$ cat src/rtl/pidid_pkg.sv
// Shared constants and codes for the PID step unit with integral deadband.
// Holds the data widths, the fixed-point format and the register index codes.
// Depends on nothing.
`default_nettype none

package pidid_pkg;

  // Width of every data word and of the fraction in Q16.16
  localparam int unsigned DATA_W    = 32;
  localparam int unsigned FRAC_BITS = 16;

  // Width of the configuration index and of the magnitude registers
  localparam int unsigned CFG_IDX_W = 3;
  localparam int unsigned MAG_W     = 31;

  // Reset value of the integral clamp
  localparam logic [MAG_W-1:0] LIMIT_RESET = 31'h7fff_ffff;

  // Configuration register indexes
  typedef enum logic [CFG_IDX_W-1:0] {
    CFG_GAIN_P   = 3'd0,
    CFG_GAIN_I   = 3'd1,
    CFG_GAIN_D   = 3'd2,
    CFG_LIMIT    = 3'd3,
    CFG_DEADBAND = 3'd4
  } cfg_idx_e;

  // Command codes of an input word
  localparam logic CMD_STEP  = 1'b0;
  localparam logic CMD_CLEAR = 1'b1;

endpackage : pidid_pkg

`default_nettype wire

$ cat src/rtl/pid_controller_integral_deadband_unit.sv
// Channel  | Direction | Handshake                 | Payload
// in       | sink      | in_valid_i / in_ready_o   | cmd, set_point, measured, time_step
// out      | source    | out_valid_o / out_ready_i | drive, current_error, flags
// cfg      | sink      | cfg_valid_i / cfg_ready_o | cfg_index_i, cfg_data_i
//
// A compute word is worked through in single steps by a sequencer: the
// derivative comes from a bit-serial divider, one quotient bit per cycle, the
// rest are single steps around one shared 33x33 multiplier. With a zero time
// step or a derivative known to clip, the divider and its finishing step are
// skipped. A clear word goes through a single clear step. Input is taken only
// while the sequencer is idle, so a new word is taken only once the last one
// is through; a finished result waits in the output register, and the
// sequencer holds at its last step while that register is still full.
// Reset is asynchronous, active low; it clears gains, deadband, integral and
// previous error and sets the integral clamp to its maximum.
//
// PID controller step with integral deadband and clamp, Q16.16 fixed point.
// Depends on pidid_pkg.
`default_nettype none

module pid_controller_integral_deadband_unit
  import pidid_pkg::*;
(
  input  wire logic                     clk_i,
  input  wire logic                     rst_ni,
  // Input words
  input  wire logic                     in_valid_i,
  output      logic                     in_ready_o,
  input  wire logic                     cmd_i,
  input  wire logic signed [DATA_W-1:0] set_point_i,
  input  wire logic signed [DATA_W-1:0] measured_i,
  input  wire logic        [DATA_W-1:0] time_step_i,
  // Result words
  output      logic                     out_valid_o,
  input  wire logic                     out_ready_i,
  output      logic signed [DATA_W-1:0] drive_o,
  output      logic signed [DATA_W-1:0] current_error_o,
  output      logic                     drive_saturated_o,
  output      logic                     zero_step_o,
  // Configuration writes
  input  wire logic                     cfg_valid_i,
  output      logic                     cfg_ready_o,
  input  wire logic [CFG_IDX_W-1:0]     cfg_index_i,
  input  wire logic [DATA_W-1:0]        cfg_data_i
);

  typedef enum logic [3:0] {
    S_IDLE,
    S_ERR,
    S_IMUL,
    S_IACC,
    S_DSET,
    S_DIV,
    S_DFIN,
    S_PMUL,
    S_IMUL2,
    S_DMUL,
    S_SUM,
    S_SAT,
    S_CLR
  } state_e;

  localparam int unsigned PROD_W = 2 * DATA_W;
  localparam int unsigned TERM_W = PROD_W - FRAC_BITS;
  localparam int unsigned ACC_W  = TERM_W + 2;
  localparam int unsigned ISUM_W = TERM_W + 1;
  localparam int unsigned CNT_W  = $clog2(DATA_W);

  localparam logic signed [ACC_W-1:0] ACC_HI = ACC_W'(64'sd2147483647);
  localparam logic signed [ACC_W-1:0] ACC_LO = ACC_W'(-64'sd2147483648);
  localparam logic signed [DATA_W-1:0] DW_HI = 32'sh7fff_ffff;
  localparam logic signed [DATA_W-1:0] DW_LO = 32'sh8000_0000;

  // Control and architectural state
  state_e                     state_q;
  logic                       out_valid_q;
  logic [CNT_W-1:0]           cnt_q;
  logic signed [DATA_W-1:0]   gain_p_q, gain_i_q, gain_d_q;
  logic [MAG_W-1:0]           limit_q, deadband_q;
  logic signed [DATA_W-1:0]   integral_q, integral_d;
  logic signed [DATA_W-1:0]   prev_q;
  logic signed [DATA_W-1:0]   drive_q, error_out_q;
  logic                       sat_out_q, zero_out_q;

  // Datapath working registers
  logic signed [DATA_W-1:0]   sp_q, meas_q, e_q, d_q;
  logic        [DATA_W-1:0]   dt_q, rem_q, qsh_q;
  logic signed [PROD_W-1:0]   prod_q;
  logic signed [ACC_W-1:0]    acc_q;
  logic                       neg_q, clip_q, zero_q;

  logic out_free;
  assign out_free = !out_valid_q || out_ready_i;

  assign in_ready_o        = (state_q == S_IDLE);
  assign cfg_ready_o       = 1'b1;
  assign out_valid_o       = out_valid_q;
  assign drive_o           = drive_q;
  assign current_error_o   = error_out_q;
  assign drive_saturated_o = sat_out_q;
  assign zero_step_o       = zero_out_q;

  // Error: set point minus measurement, saturated
  logic signed [DATA_W:0]   err_wide;
  logic                     err_ovf;
  logic signed [DATA_W-1:0] err_sat;
  assign err_wide = {sp_q[DATA_W-1], sp_q} - {meas_q[DATA_W-1], meas_q};
  assign err_ovf  = err_wide[DATA_W] != err_wide[DATA_W-1];
  assign err_sat  = err_ovf ? (err_wide[DATA_W] ? DW_LO : DW_HI) : err_wide[DATA_W-1:0];

  // Shared multiplier, operands chosen by the sequencer
  logic signed [DATA_W:0]   mul_a, mul_b;
  logic signed [2*DATA_W+1:0] mul_p;
  always_comb begin
    unique case (state_q)
      S_IMUL: begin
        mul_a = {e_q[DATA_W-1], e_q};
        mul_b = {1'b0, dt_q};
      end
      S_PMUL: begin
        mul_a = {gain_p_q[DATA_W-1], gain_p_q};
        mul_b = {e_q[DATA_W-1], e_q};
      end
      S_IMUL2: begin
        mul_a = {gain_i_q[DATA_W-1], gain_i_q};
        mul_b = {integral_q[DATA_W-1], integral_q};
      end
      S_DMUL: begin
        mul_a = {gain_d_q[DATA_W-1], gain_d_q};
        mul_b = {d_q[DATA_W-1], d_q};
      end
      default: begin
        mul_a = '0;
        mul_b = '0;
      end
    endcase
  end
  assign mul_p = mul_a * mul_b;

  // Floor of the registered product over the fraction
  logic signed [PROD_W-1:0] prod_sh;
  logic signed [TERM_W-1:0] term;
  assign prod_sh = prod_q >>> FRAC_BITS;
  assign term    = prod_sh[TERM_W-1:0];

  // Integral update with deadband and clamp
  logic [DATA_W-1:0]        e_mag;
  logic signed [ISUM_W-1:0] isum, ilim;
  assign e_mag = e_q[DATA_W-1] ? DATA_W'(-e_q) : DATA_W'(e_q);
  assign isum  = ISUM_W'(integral_q) + ISUM_W'(term);
  assign ilim  = ISUM_W'({1'b0, limit_q});
  always_comb begin
    integral_d = integral_q;
    if (e_mag > {1'b0, deadband_q}) begin
      priority if (isum > ilim) begin
        integral_d = DATA_W'(ilim);
      end else if (isum < -ilim) begin
        integral_d = DATA_W'(-ilim);
      end else begin
        integral_d = isum[DATA_W-1:0];
      end
    end
  end

  // Derivative setup: change of error, its magnitude and the overflow test
  logic signed [DATA_W:0]   diff;
  logic [DATA_W-1:0]        diff_mag;
  logic                     div_ovf;
  assign diff     = {e_q[DATA_W-1], e_q} - {prev_q[DATA_W-1], prev_q};
  assign diff_mag = diff[DATA_W] ? DATA_W'(-diff) : diff[DATA_W-1:0];
  assign div_ovf  = {{(DATA_W-FRAC_BITS){1'b0}}, diff_mag[DATA_W-1:DATA_W-FRAC_BITS]} >= dt_q;

  // One restoring divider step
  logic [DATA_W:0] trial;
  logic            qbit;
  assign trial = {rem_q, qsh_q[DATA_W-1]} - {1'b0, dt_q};
  assign qbit  = !trial[DATA_W];

  // Sign and saturate the quotient
  logic signed [DATA_W-1:0] quot_s;
  logic                     quot_clip;
  always_comb begin
    if (neg_q) begin
      quot_clip = qsh_q > 32'h8000_0000;
      quot_s    = quot_clip ? DW_LO : DATA_W'(-qsh_q);
    end else begin
      quot_clip = qsh_q[DATA_W-1];
      quot_s    = quot_clip ? DW_HI : qsh_q;
    end
  end

  // Drive sum and saturation
  logic signed [ACC_W-1:0]  acc_next;
  logic signed [DATA_W-1:0] drive_sat;
  logic                     drive_clip;
  assign acc_next   = acc_q + ACC_W'(term);
  assign drive_clip = (acc_q > ACC_HI) || (acc_q < ACC_LO);
  assign drive_sat  = (acc_q > ACC_HI) ? DW_HI :
                      (acc_q < ACC_LO) ? DW_LO : acc_q[DATA_W-1:0];

  // Sequencer, state and result register
  state_e state_d;
  always_comb begin
    state_d = state_q;
    unique case (state_q)
      S_IDLE:  if (in_valid_i) state_d = (cmd_i == CMD_CLEAR) ? S_CLR : S_ERR;
      S_ERR:   state_d = S_IMUL;
      S_IMUL:  state_d = S_IACC;
      S_IACC:  state_d = S_DSET;
      S_DSET:  state_d = (dt_q == '0 || div_ovf) ? S_PMUL : S_DIV;
      S_DIV:   if (cnt_q == '0) state_d = S_DFIN;
      S_DFIN:  state_d = S_PMUL;
      S_PMUL:  state_d = S_IMUL2;
      S_IMUL2: state_d = S_DMUL;
      S_DMUL:  state_d = S_SUM;
      S_SUM:   state_d = S_SAT;
      S_SAT:   if (out_free) state_d = S_IDLE;
      S_CLR:   if (out_free) state_d = S_IDLE;
      default: state_d = S_IDLE;
    endcase
  end

  always_ff @(posedge clk_i or negedge rst_ni) begin
    if (!rst_ni) begin
      state_q     <= S_IDLE;
      out_valid_q <= 1'b0;
      cnt_q       <= '0;
      gain_p_q    <= '0;
      gain_i_q    <= '0;
      gain_d_q    <= '0;
      limit_q     <= LIMIT_RESET;
      deadband_q  <= '0;
      integral_q  <= '0;
      prev_q      <= '0;
      drive_q     <= '0;
      error_out_q <= '0;
      sat_out_q   <= 1'b0;
      zero_out_q  <= 1'b0;
    end else begin
      state_q <= state_d;

      // Raise the result on a final step, drop it once taken
      if ((state_q == S_SAT || state_q == S_CLR) && out_free) begin
        out_valid_q <= 1'b1;
      end else if (out_valid_q && out_ready_i) begin
        out_valid_q <= 1'b0;
      end

      // Register writes
      if (cfg_valid_i) begin
        unique case (cfg_index_i)
          CFG_GAIN_P:   gain_p_q   <= cfg_data_i;
          CFG_GAIN_I:   gain_i_q   <= cfg_data_i;
          CFG_GAIN_D:   gain_d_q   <= cfg_data_i;
          CFG_LIMIT:    limit_q    <= cfg_data_i[MAG_W-1:0];
          CFG_DEADBAND: deadband_q <= cfg_data_i[MAG_W-1:0];
          default: ;
        endcase
      end

      unique case (state_q)
        S_IDLE: begin
          if (in_valid_i && cmd_i == CMD_CLEAR) begin
            integral_q <= '0;
            prev_q     <= '0;
          end
        end
        S_IACC: integral_q <= integral_d;
        S_DSET: begin
          prev_q <= e_q;
          cnt_q  <= CNT_W'(DATA_W - 1);
        end
        S_DIV:  cnt_q <= cnt_q - 1'b1;
        S_SAT: begin
          if (out_free) begin
            drive_q     <= drive_sat;
            error_out_q <= e_q;
            sat_out_q   <= clip_q || drive_clip;
            zero_out_q  <= zero_q;
          end
        end
        S_CLR: begin
          if (out_free) begin
            drive_q     <= '0;
            error_out_q <= '0;
            sat_out_q   <= 1'b0;
            zero_out_q  <= 1'b0;
          end
        end
        default: ;
      endcase
    end
  end

  // Datapath working registers
  always_ff @(posedge clk_i) begin
    prod_q <= mul_p[PROD_W-1:0];
    unique case (state_q)
      S_IDLE: begin
        sp_q   <= set_point_i;
        meas_q <= measured_i;
        dt_q   <= time_step_i;
      end
      S_ERR: begin
        e_q    <= err_sat;
        clip_q <= err_ovf;
        zero_q <= 1'b0;
      end
      S_DSET: begin
        neg_q <= diff[DATA_W];
        rem_q <= {{(DATA_W-FRAC_BITS){1'b0}}, diff_mag[DATA_W-1:DATA_W-FRAC_BITS]};
        qsh_q <= {diff_mag[DATA_W-FRAC_BITS-1:0], {FRAC_BITS{1'b0}}};
        priority if (dt_q == '0) begin
          zero_q <= 1'b1;
          d_q    <= '0;
        end else if (div_ovf) begin
          clip_q <= 1'b1;
          d_q    <= diff[DATA_W] ? DW_LO : DW_HI;
        end else begin
          // Leave the quotient to the divider
          d_q    <= d_q;
        end
      end
      S_DIV: begin
        rem_q <= qbit ? trial[DATA_W-1:0] : {rem_q[DATA_W-2:0], qsh_q[DATA_W-1]};
        qsh_q <= {qsh_q[DATA_W-2:0], qbit};
      end
      S_DFIN: begin
        d_q    <= quot_s;
        clip_q <= clip_q || quot_clip;
      end
      S_PMUL:  acc_q <= '0;
      S_IMUL2: acc_q <= acc_next;
      S_DMUL:  acc_q <= acc_next;
      S_SUM:   acc_q <= acc_next;
      default: ;
    endcase
  end

`ifndef NO_ASSERTIONS
  a_clear_zeroes_state: assert property (@(posedge clk_i) disable iff (!rst_ni)
    in_valid_i && in_ready_o && cmd_i == CMD_CLEAR |=> integral_q == '0 && prev_q == '0)
    else $error("clear word did not zero integral and previous error");

  a_div_ends: assert property (@(posedge clk_i) disable iff (!rst_ni)
    state_q == S_DIV && cnt_q == '0 |=> state_q == S_DFIN)
    else $error("divider did not finish after its last step");

  a_result_held: assert property (@(posedge clk_i) disable iff (!rst_ni)
    state_q == S_SAT && out_valid_q && !out_ready_i |=> state_q == S_SAT && out_valid_q)
    else $error("result overwritten while output register full");

  a_result_source: assert property (@(posedge clk_i) disable iff (!rst_ni)
    $rose(out_valid_q) |-> $past(state_q) == S_SAT || $past(state_q) == S_CLR)
    else $error("result raised outside a final step");
`endif

endmodule : pid_controller_integral_deadband_unit

`default_nettype wire

$ cat config.mk
export PLATFORM = sky130hd
export DESIGN_NAME = pid_controller_integral_deadband_unit
export DESIGN_NICKNAME = d
export VERILOG_FILES = /design/src/rtl/pidid_pkg.sv /design/src/rtl/pid_controller_integral_deadband_unit.sv
export SDC_FILE = /design/constraint.sdc
export NUM_CORES = 2
export LEC_CHECK = 0
export ABC_AREA = 1
export BUFFER_PORTS_ARGS = -buffer_cell sky130_fd_sc_hd__buf_2
export CORE_UTILIZATION = 55
export CTS_BUF_LIST = sky130_fd_sc_hd__clkbuf_16
export DETAILED_ROUTE_END_ITERATION = 7
export HOLD_SLACK_MARGIN = 0.03
export PLACE_DENSITY = 0.74
export SLEW_MARGIN = 20
export SYNTH_ARGS = -nofsm -noshare
export SYNTH_HDL_FRONTEND = slang
export SYNTH_SLANG_ARGS = --single-unit
$ cat constraint.sdc
create_clock -name clk_i -period 7.9 [get_ports clk_i]
set_input_delay 0.79 -clock clk_i [delete_from_list [all_inputs] [get_ports clk_i]]
set_output_delay 0.79 -clock clk_i [all_outputs]
set_load 0.02 [all_outputs]
# Word level (Yosys, flattened, before mapping)
# Index checks and enable logic that the tools add are counted.
[totals]
wordCells = 160
in_bits = 137
out_inout_bits = 69
reg_bits = 639
[op_classes]
magnitude_cmp = 7
reduce_logical = 38
n_mux = 50
n_eq_ne = 28
n_addsub = 10
n_mul = 1
[op_table]
columns = ["operator", "n"]
rows = [
  ["2-to-1 mux 32 bit", 19],
  ["one-hot mux 32 bit (2 select lines)", 7],
  ["one-hot mux 33 bit (4 select lines)", 2],
  ["one-hot mux 50 bit (2 select lines)", 1],
  ["negator 32 bit", 3],
  ["subtractor 32 x 32 -> 33 bit", 2],
  ["multiplier 33 x 33 -> 64 bit", 1],
  ["adder 50 x 48 -> 50 bit", 1],
  ["> comparator 50 x 32 -> 1 bit, second input constant", 1],
  ["< comparator 50 x 32 -> 1 bit, second input constant", 1],
  ["adder 32 x 48 -> 49 bit", 1],
  ["> comparator 49 x 32 -> 1 bit", 1],
  ["< comparator 49 bit", 1],
  ["negator 31 -> 49 bit", 1],
  ["one-hot mux 4 bit (12 select lines)", 1],
  ["subtractor 33 x 32 -> 33 bit", 1],
  [">= comparator 16 x 32 -> 1 bit", 1],
  ["> comparator 32 x 31 -> 1 bit", 1],
  ["> comparator 32 bit, second input constant", 1],
  ["logical NOT 32 bit", 1],
  ["2-to-1 mux 31 bit", 1],
  ["== test 4 bit, second input constant", 5],
  ["== test 4 x 3 -> 1 bit, second input constant", 4],
  ["2-to-1 mux 4 bit", 4],
  ["27 further kinds", 72],
]

# Depth between registers and ports, before layout
[depth]
depth_word = 7
ltp_mapped = 42
ltp_nobuf = 39

# Worst setup path before layout
# Ideal clock, no wire load.
[synth_path]
kind = "register to register"
from = "reg state_q[3]"
to = "reg prod_q[61]"
synth_period_minus_slack_ns = 8.503
path_slack_ns = -0.603
arrival_time_ns = 8.382
n_path_buf = 2
stages_incl_launch_ff = 33
setup_ns = 0.121
path_cell_list = "dfrtp_1 > inv_2 > nor2_1 > nand2_1 > clkinv_1 > clkbuf_1 > a22o_1 > nor2_1 > clkinv_1 > clkbuf_1 > nand2_1 > fa_1 > inv_1 > fa_1 > fa_1 > inv_1 > fa_1 > inv_1 > fa_1 > fa_1 > fa_1 > inv_1 > fa_1 > inv_1 > ha_1 > a21oi_1 > inv_1 > nor2_1 > a21boi_0 > nor2_1 > a211oi_1 > nand2_1 > xor2_1"
[synth_via]
elab_chain_len = 3
elab_cells_between_ends = 7
[synth_rtl]
columns = ["element", "line", "rtl"]
rows = [
  ["start: declaration", "pid_controller_integral_deadband_unit.sv:75", "state_e state_q;"],
  ["start signal: assignment", "pid_controller_integral_deadband_unit.sv:240", "state_q <= state_d;"],
  ["== test 4 bit, or another cell as far along", "pid_controller_integral_deadband_unit.sv:115", "unique case (state_q)"],
  ["one-hot mux 33 bit (4 select lines)", "pid_controller_integral_deadband_unit.sv:115", ""],
  ["multiplier 33 x 33 -> 64 bit *", "pid_controller_integral_deadband_unit.sv:138", "assign mul_p = mul_a * mul_b;"],
  ["via mul_p[61]", "pid_controller_integral_deadband_unit.sv:113", "logic signed [2*DATA_W+1:0] mul_p;"],
  ["end signal: assignment", "pid_controller_integral_deadband_unit.sv:297", "prod_q <= mul_p[PROD_W-1:0];"],
  ["end: declaration", "pid_controller_integral_deadband_unit.sv:88", "logic signed [PROD_W-1:0] prod_q;"],
]
# The timed path passes the listed nets; every way through them passes the cells marked *.
# A chain may end at the register's enable or synchronous reset.

# Worst setup path in the final report
[layout_path]
from = "reg state_q[0]"
to = "reg prod_q[60]"
# The elaborated chain is that of the path after synthesis.

==> flow_metrics.env <==
export IMPL_clkTransAtPathRegs_ns=0.07
export IMPL_synth_fp_nets=11977
export IMPL_dpl_cell_area_sq_um=90380
export IMPL_stdcell_count=13095
export IMPL_wire_per_inst_um=24.34
export IMPL_synth_commonest_cells="nand2_1, inv_1, fa_1, nor2_1, o21ai_0"
export IMPL_max_slew_worst_pin_slew_ns=1.169
export IMPL_fp_row_count=140
export IMPL_nNetsFinal=12892
export IMPL_synth_area_leaders="fa_1, nand2_1, edfxtp_1"
export IMPL_synth_seq_cells=623
export IMPL_slowest_delay_ns=0.59
export IMPL_slew_headroom=0.2137
export IMPL_numCtsBuffers=74
export IMPL_place_hpwl_mm=262.1
export IMPL_critPathLaunchType="register"
export IMPL_grt_setup_unrepaired="yes"
export IMPL_synth_most_common_cell="nand2_1"
export IMPL_tns_ns=-3.961
export IMPL_detail_route_antenna_nets=0
export IMPL_min_path_type="in -> async"
export IMPL_cp_slowest_cell="fa_1"
export IMPL_synth_seq_area_share=0.2083
export IMPL_io_buffers=204
export IMPL_synthArstFlopShare=0.4783
export IMPL_die_w_um=384.6
export IMPL_dr_pass1_iters=7
export IMPL_place_inst=12860
export IMPL_cts_hold_buf=0
export IMPL_period_share=1.032
export IMPL_holdWs_ns=0.04308
export IMPL_maxSlewViolCount=0
export IMPL_synth_top_area_cell="fa_1"
export IMPL_violations="negative setup slack"
export IMPL_htreeDepth=3
export IMPL_root_buffer="clkbuf_16"
export IMPL_cts_tree="yes"
export IMPL_drc=0
export IMPL_wl_mm=318.8
export IMPL_clk_latency_ns=0.72
export IMPL_cpMostUsedCell="fa_1"
export IMPL_fmax_ghz=0.1226
export IMPL_gp_congestion=1.114
export IMPL_critPathBufInv=14
export IMPL_finalSetupViolCount=34
export IMPL_final_hold_violation_count=0
export IMPL_vias_per_cell=5.759
export IMPL_critPathTopFamily="adder cells"
export IMPL_ioPinCount=206
export IMPL_fin_skew_ns=0.05904
export IMPL_fin_crit_ns=8.154
export IMPL_vias=75408
export IMPL_first_iter_violations=8814
export IMPL_worstPathMaxFanout=9
export IMPL_area_growth_pct=19.54
export IMPL_fin_ws_ns=-0.2543
export IMPL_initial_core_util=0.5538
export IMPL_nFillCells=12285
export IMPL_clock_sinks=623
export IMPL_end_kind="register"
export IMPL_ys_warn_count=0
export IMPL_synth_area_sq_um=80520
export IMPL_drive_above_1_share=0.1723
export IMPL_final_area_sq_um=96250
export IMPL_synth_distinct_cells=73
export IMPL_die_area_sq_um=147900
export IMPL_grt_pass1_vias=74075
export IMPL_arrival_ns=8.73
export IMPL_grt_remaining_overflow=0
export IMPL_path_class="reg -> reg"
export IMPL_clk_path_buf_depth=3
export IMPL_grtUsageTotal=0.4296
export IMPL_synthCells=10199
export IMPL_synth_top_cell_area_share=0.2757
export IMPL_worstPathRequired_ns=8.47
export IMPL_ys_flop_type="edfxtp_1"
export IMPL_antenna_found_initial=9
export IMPL_status="finished with violations"
export IMPL_synth_edff_count=277
export IMPL_die_y_um=384.6
export IMPL_cap_violations=0
export IMPL_core_area_sq_um=145400
export IMPL_grt_max_degree=153
export IMPL_grt_pass1_wl_mm=466.2
export IMPL_syn_area_per_cell_sq_um=7.895
==> path summary, 6_finish.rpt <==
path / startpoint / endpoint / slack, ns / cells after the start
worst max-delay path: state_q[0]$_DFFE_PN0P_ / prod_q[60]$_DFF_P_ / -0.25 / 36
worst min-delay path: rst_ni / current_error_o[22]$_DFFE_PN0P_ / 0.04 / 1
worst max register to register: state_q[0]$_DFFE_PN0P_ / prod_q[60]$_DFF_P_ / -0.25 / 36
worst min register to register: drive_o[11]$_DFFE_PN0P_ / drive_o[11]$_DFFE_PN0P_ / 0.48 / 2
max in group asynchronous: rst_ni / gain_d_q[17]$_DFFE_PN0P_ / 6.54 / 2
min in group clk_i: time_step_i[28] / dt_q[28]$_DFFE_PP_ / 0.26 / 1
==> worst reg2reg max path: cells and delay by family (launching register included) <==
| family | cells | cell delay [ns] |
|---|---|---|
| simple gates | 8 | 1.03 |
| buf+inv | 14 | 1.58 |
| xor+xnor | 1 | 0.14 |
| compound gates | 4 | 0.62 |
| flops | 1 | 0.46 |
| fa+ha+maj | 9 | 4.20 |
==> area by class of cell <==
type / count / area, sq um / share of cell area
Antenna cell: 4 / 10.01 / 0.0001040
Clock buffer: 77 / 1927 / 0.02002
Clock inverter: 59 / 479.2 / 0.004979
Inverter: 2069 / 7889 / 0.08196
Multi-Input combinational cell: 7195 / 56860 / 0.5907
Sequential cell: 623 / 16780 / 0.1743
Tap cell: 1917 / 2399 / 0.02492
Timing Repair Buffer: 1151 / 9907 / 0.1029
==> registers in the layout, summed over array words and instances (netlist names), 4 cells and up <==
register	count
current_error_o	32
state_q	4
d_q	32
prev_q	32
dt_q	32
acc_q	50
prod_q	48
rem_q	32
gain_d_q	32
deadband_q	31
e_q	32
qsh_q	32
cnt_q	5
gain_p_q	32
meas_q	32
sp_q	32
gain_i_q	32
limit_q	31
drive_o	32
integral_q	32
==> placed cells by master, fill, tap and decap left out, drive strengths merged, types with 33 or more instances in the layout <==
cell type,n
nor4,39
xor2,200
buf,1145
clkinv,38
dfxtp,48
o21a,33
a31oi,40
o21ai,559
a21oi,457
nand3,229
dfrtp,267
inv,2065
nand2,2425
o22ai,52
fa,1109
nor3,94
edfxtp,277
xnor2,63
clkbuf,81
ha,532
nor2,999
nand4,164
==> metal layers <==
metal,GRT usage,up-vias,share of wire
met5,0.01365,-,0.0011
met4,0.2122,16,0.063
met3,0.1560,914,0.14
met2,0.6131,4547,0.41
met1,0.5740,36458,0.39
li1,-,33473,-
==> through the flow <==
stage | utilization | setup slack (ns)
after global routing | 0.6619 | -0.4813
after CTS | 0.6505 | -0.1380
final | 0.6620 | -0.2543
after global placement | 0.6217 | -0.5312
after floorplan | - | -0.01108
after detailed placement | 0.6217 | -0.6384
==> what timing repair did <==
| item | CTS | global route |
|---|---|---|
| gates resized for setup | 372 | 336 |
| buffers inserted | 48 | 43 |
| pin swaps | 84 | 100 |
| endpoints found under the setup margin | 41 | 41 |
| endpoints found under the hold margin | 0 | 0 |
| cloned | 2 | 4 |
==> logic make-up after synthesis <==
group / share of synthesized area
and+or+nand+nor: 0.2015
other: 0.00004657
adders and majority gates: 0.3584
xor gates and xnor gates: 0.02861
muxes: 0.0001243
DFF: 0.2083
AOI/OAI and AO/OA: 0.09103
buffers and inverters: 0.1120
Power is left out: the tool's default activity adds up to more than one toggle a clock period on the data nets, which glitch-free logic cannot reach.
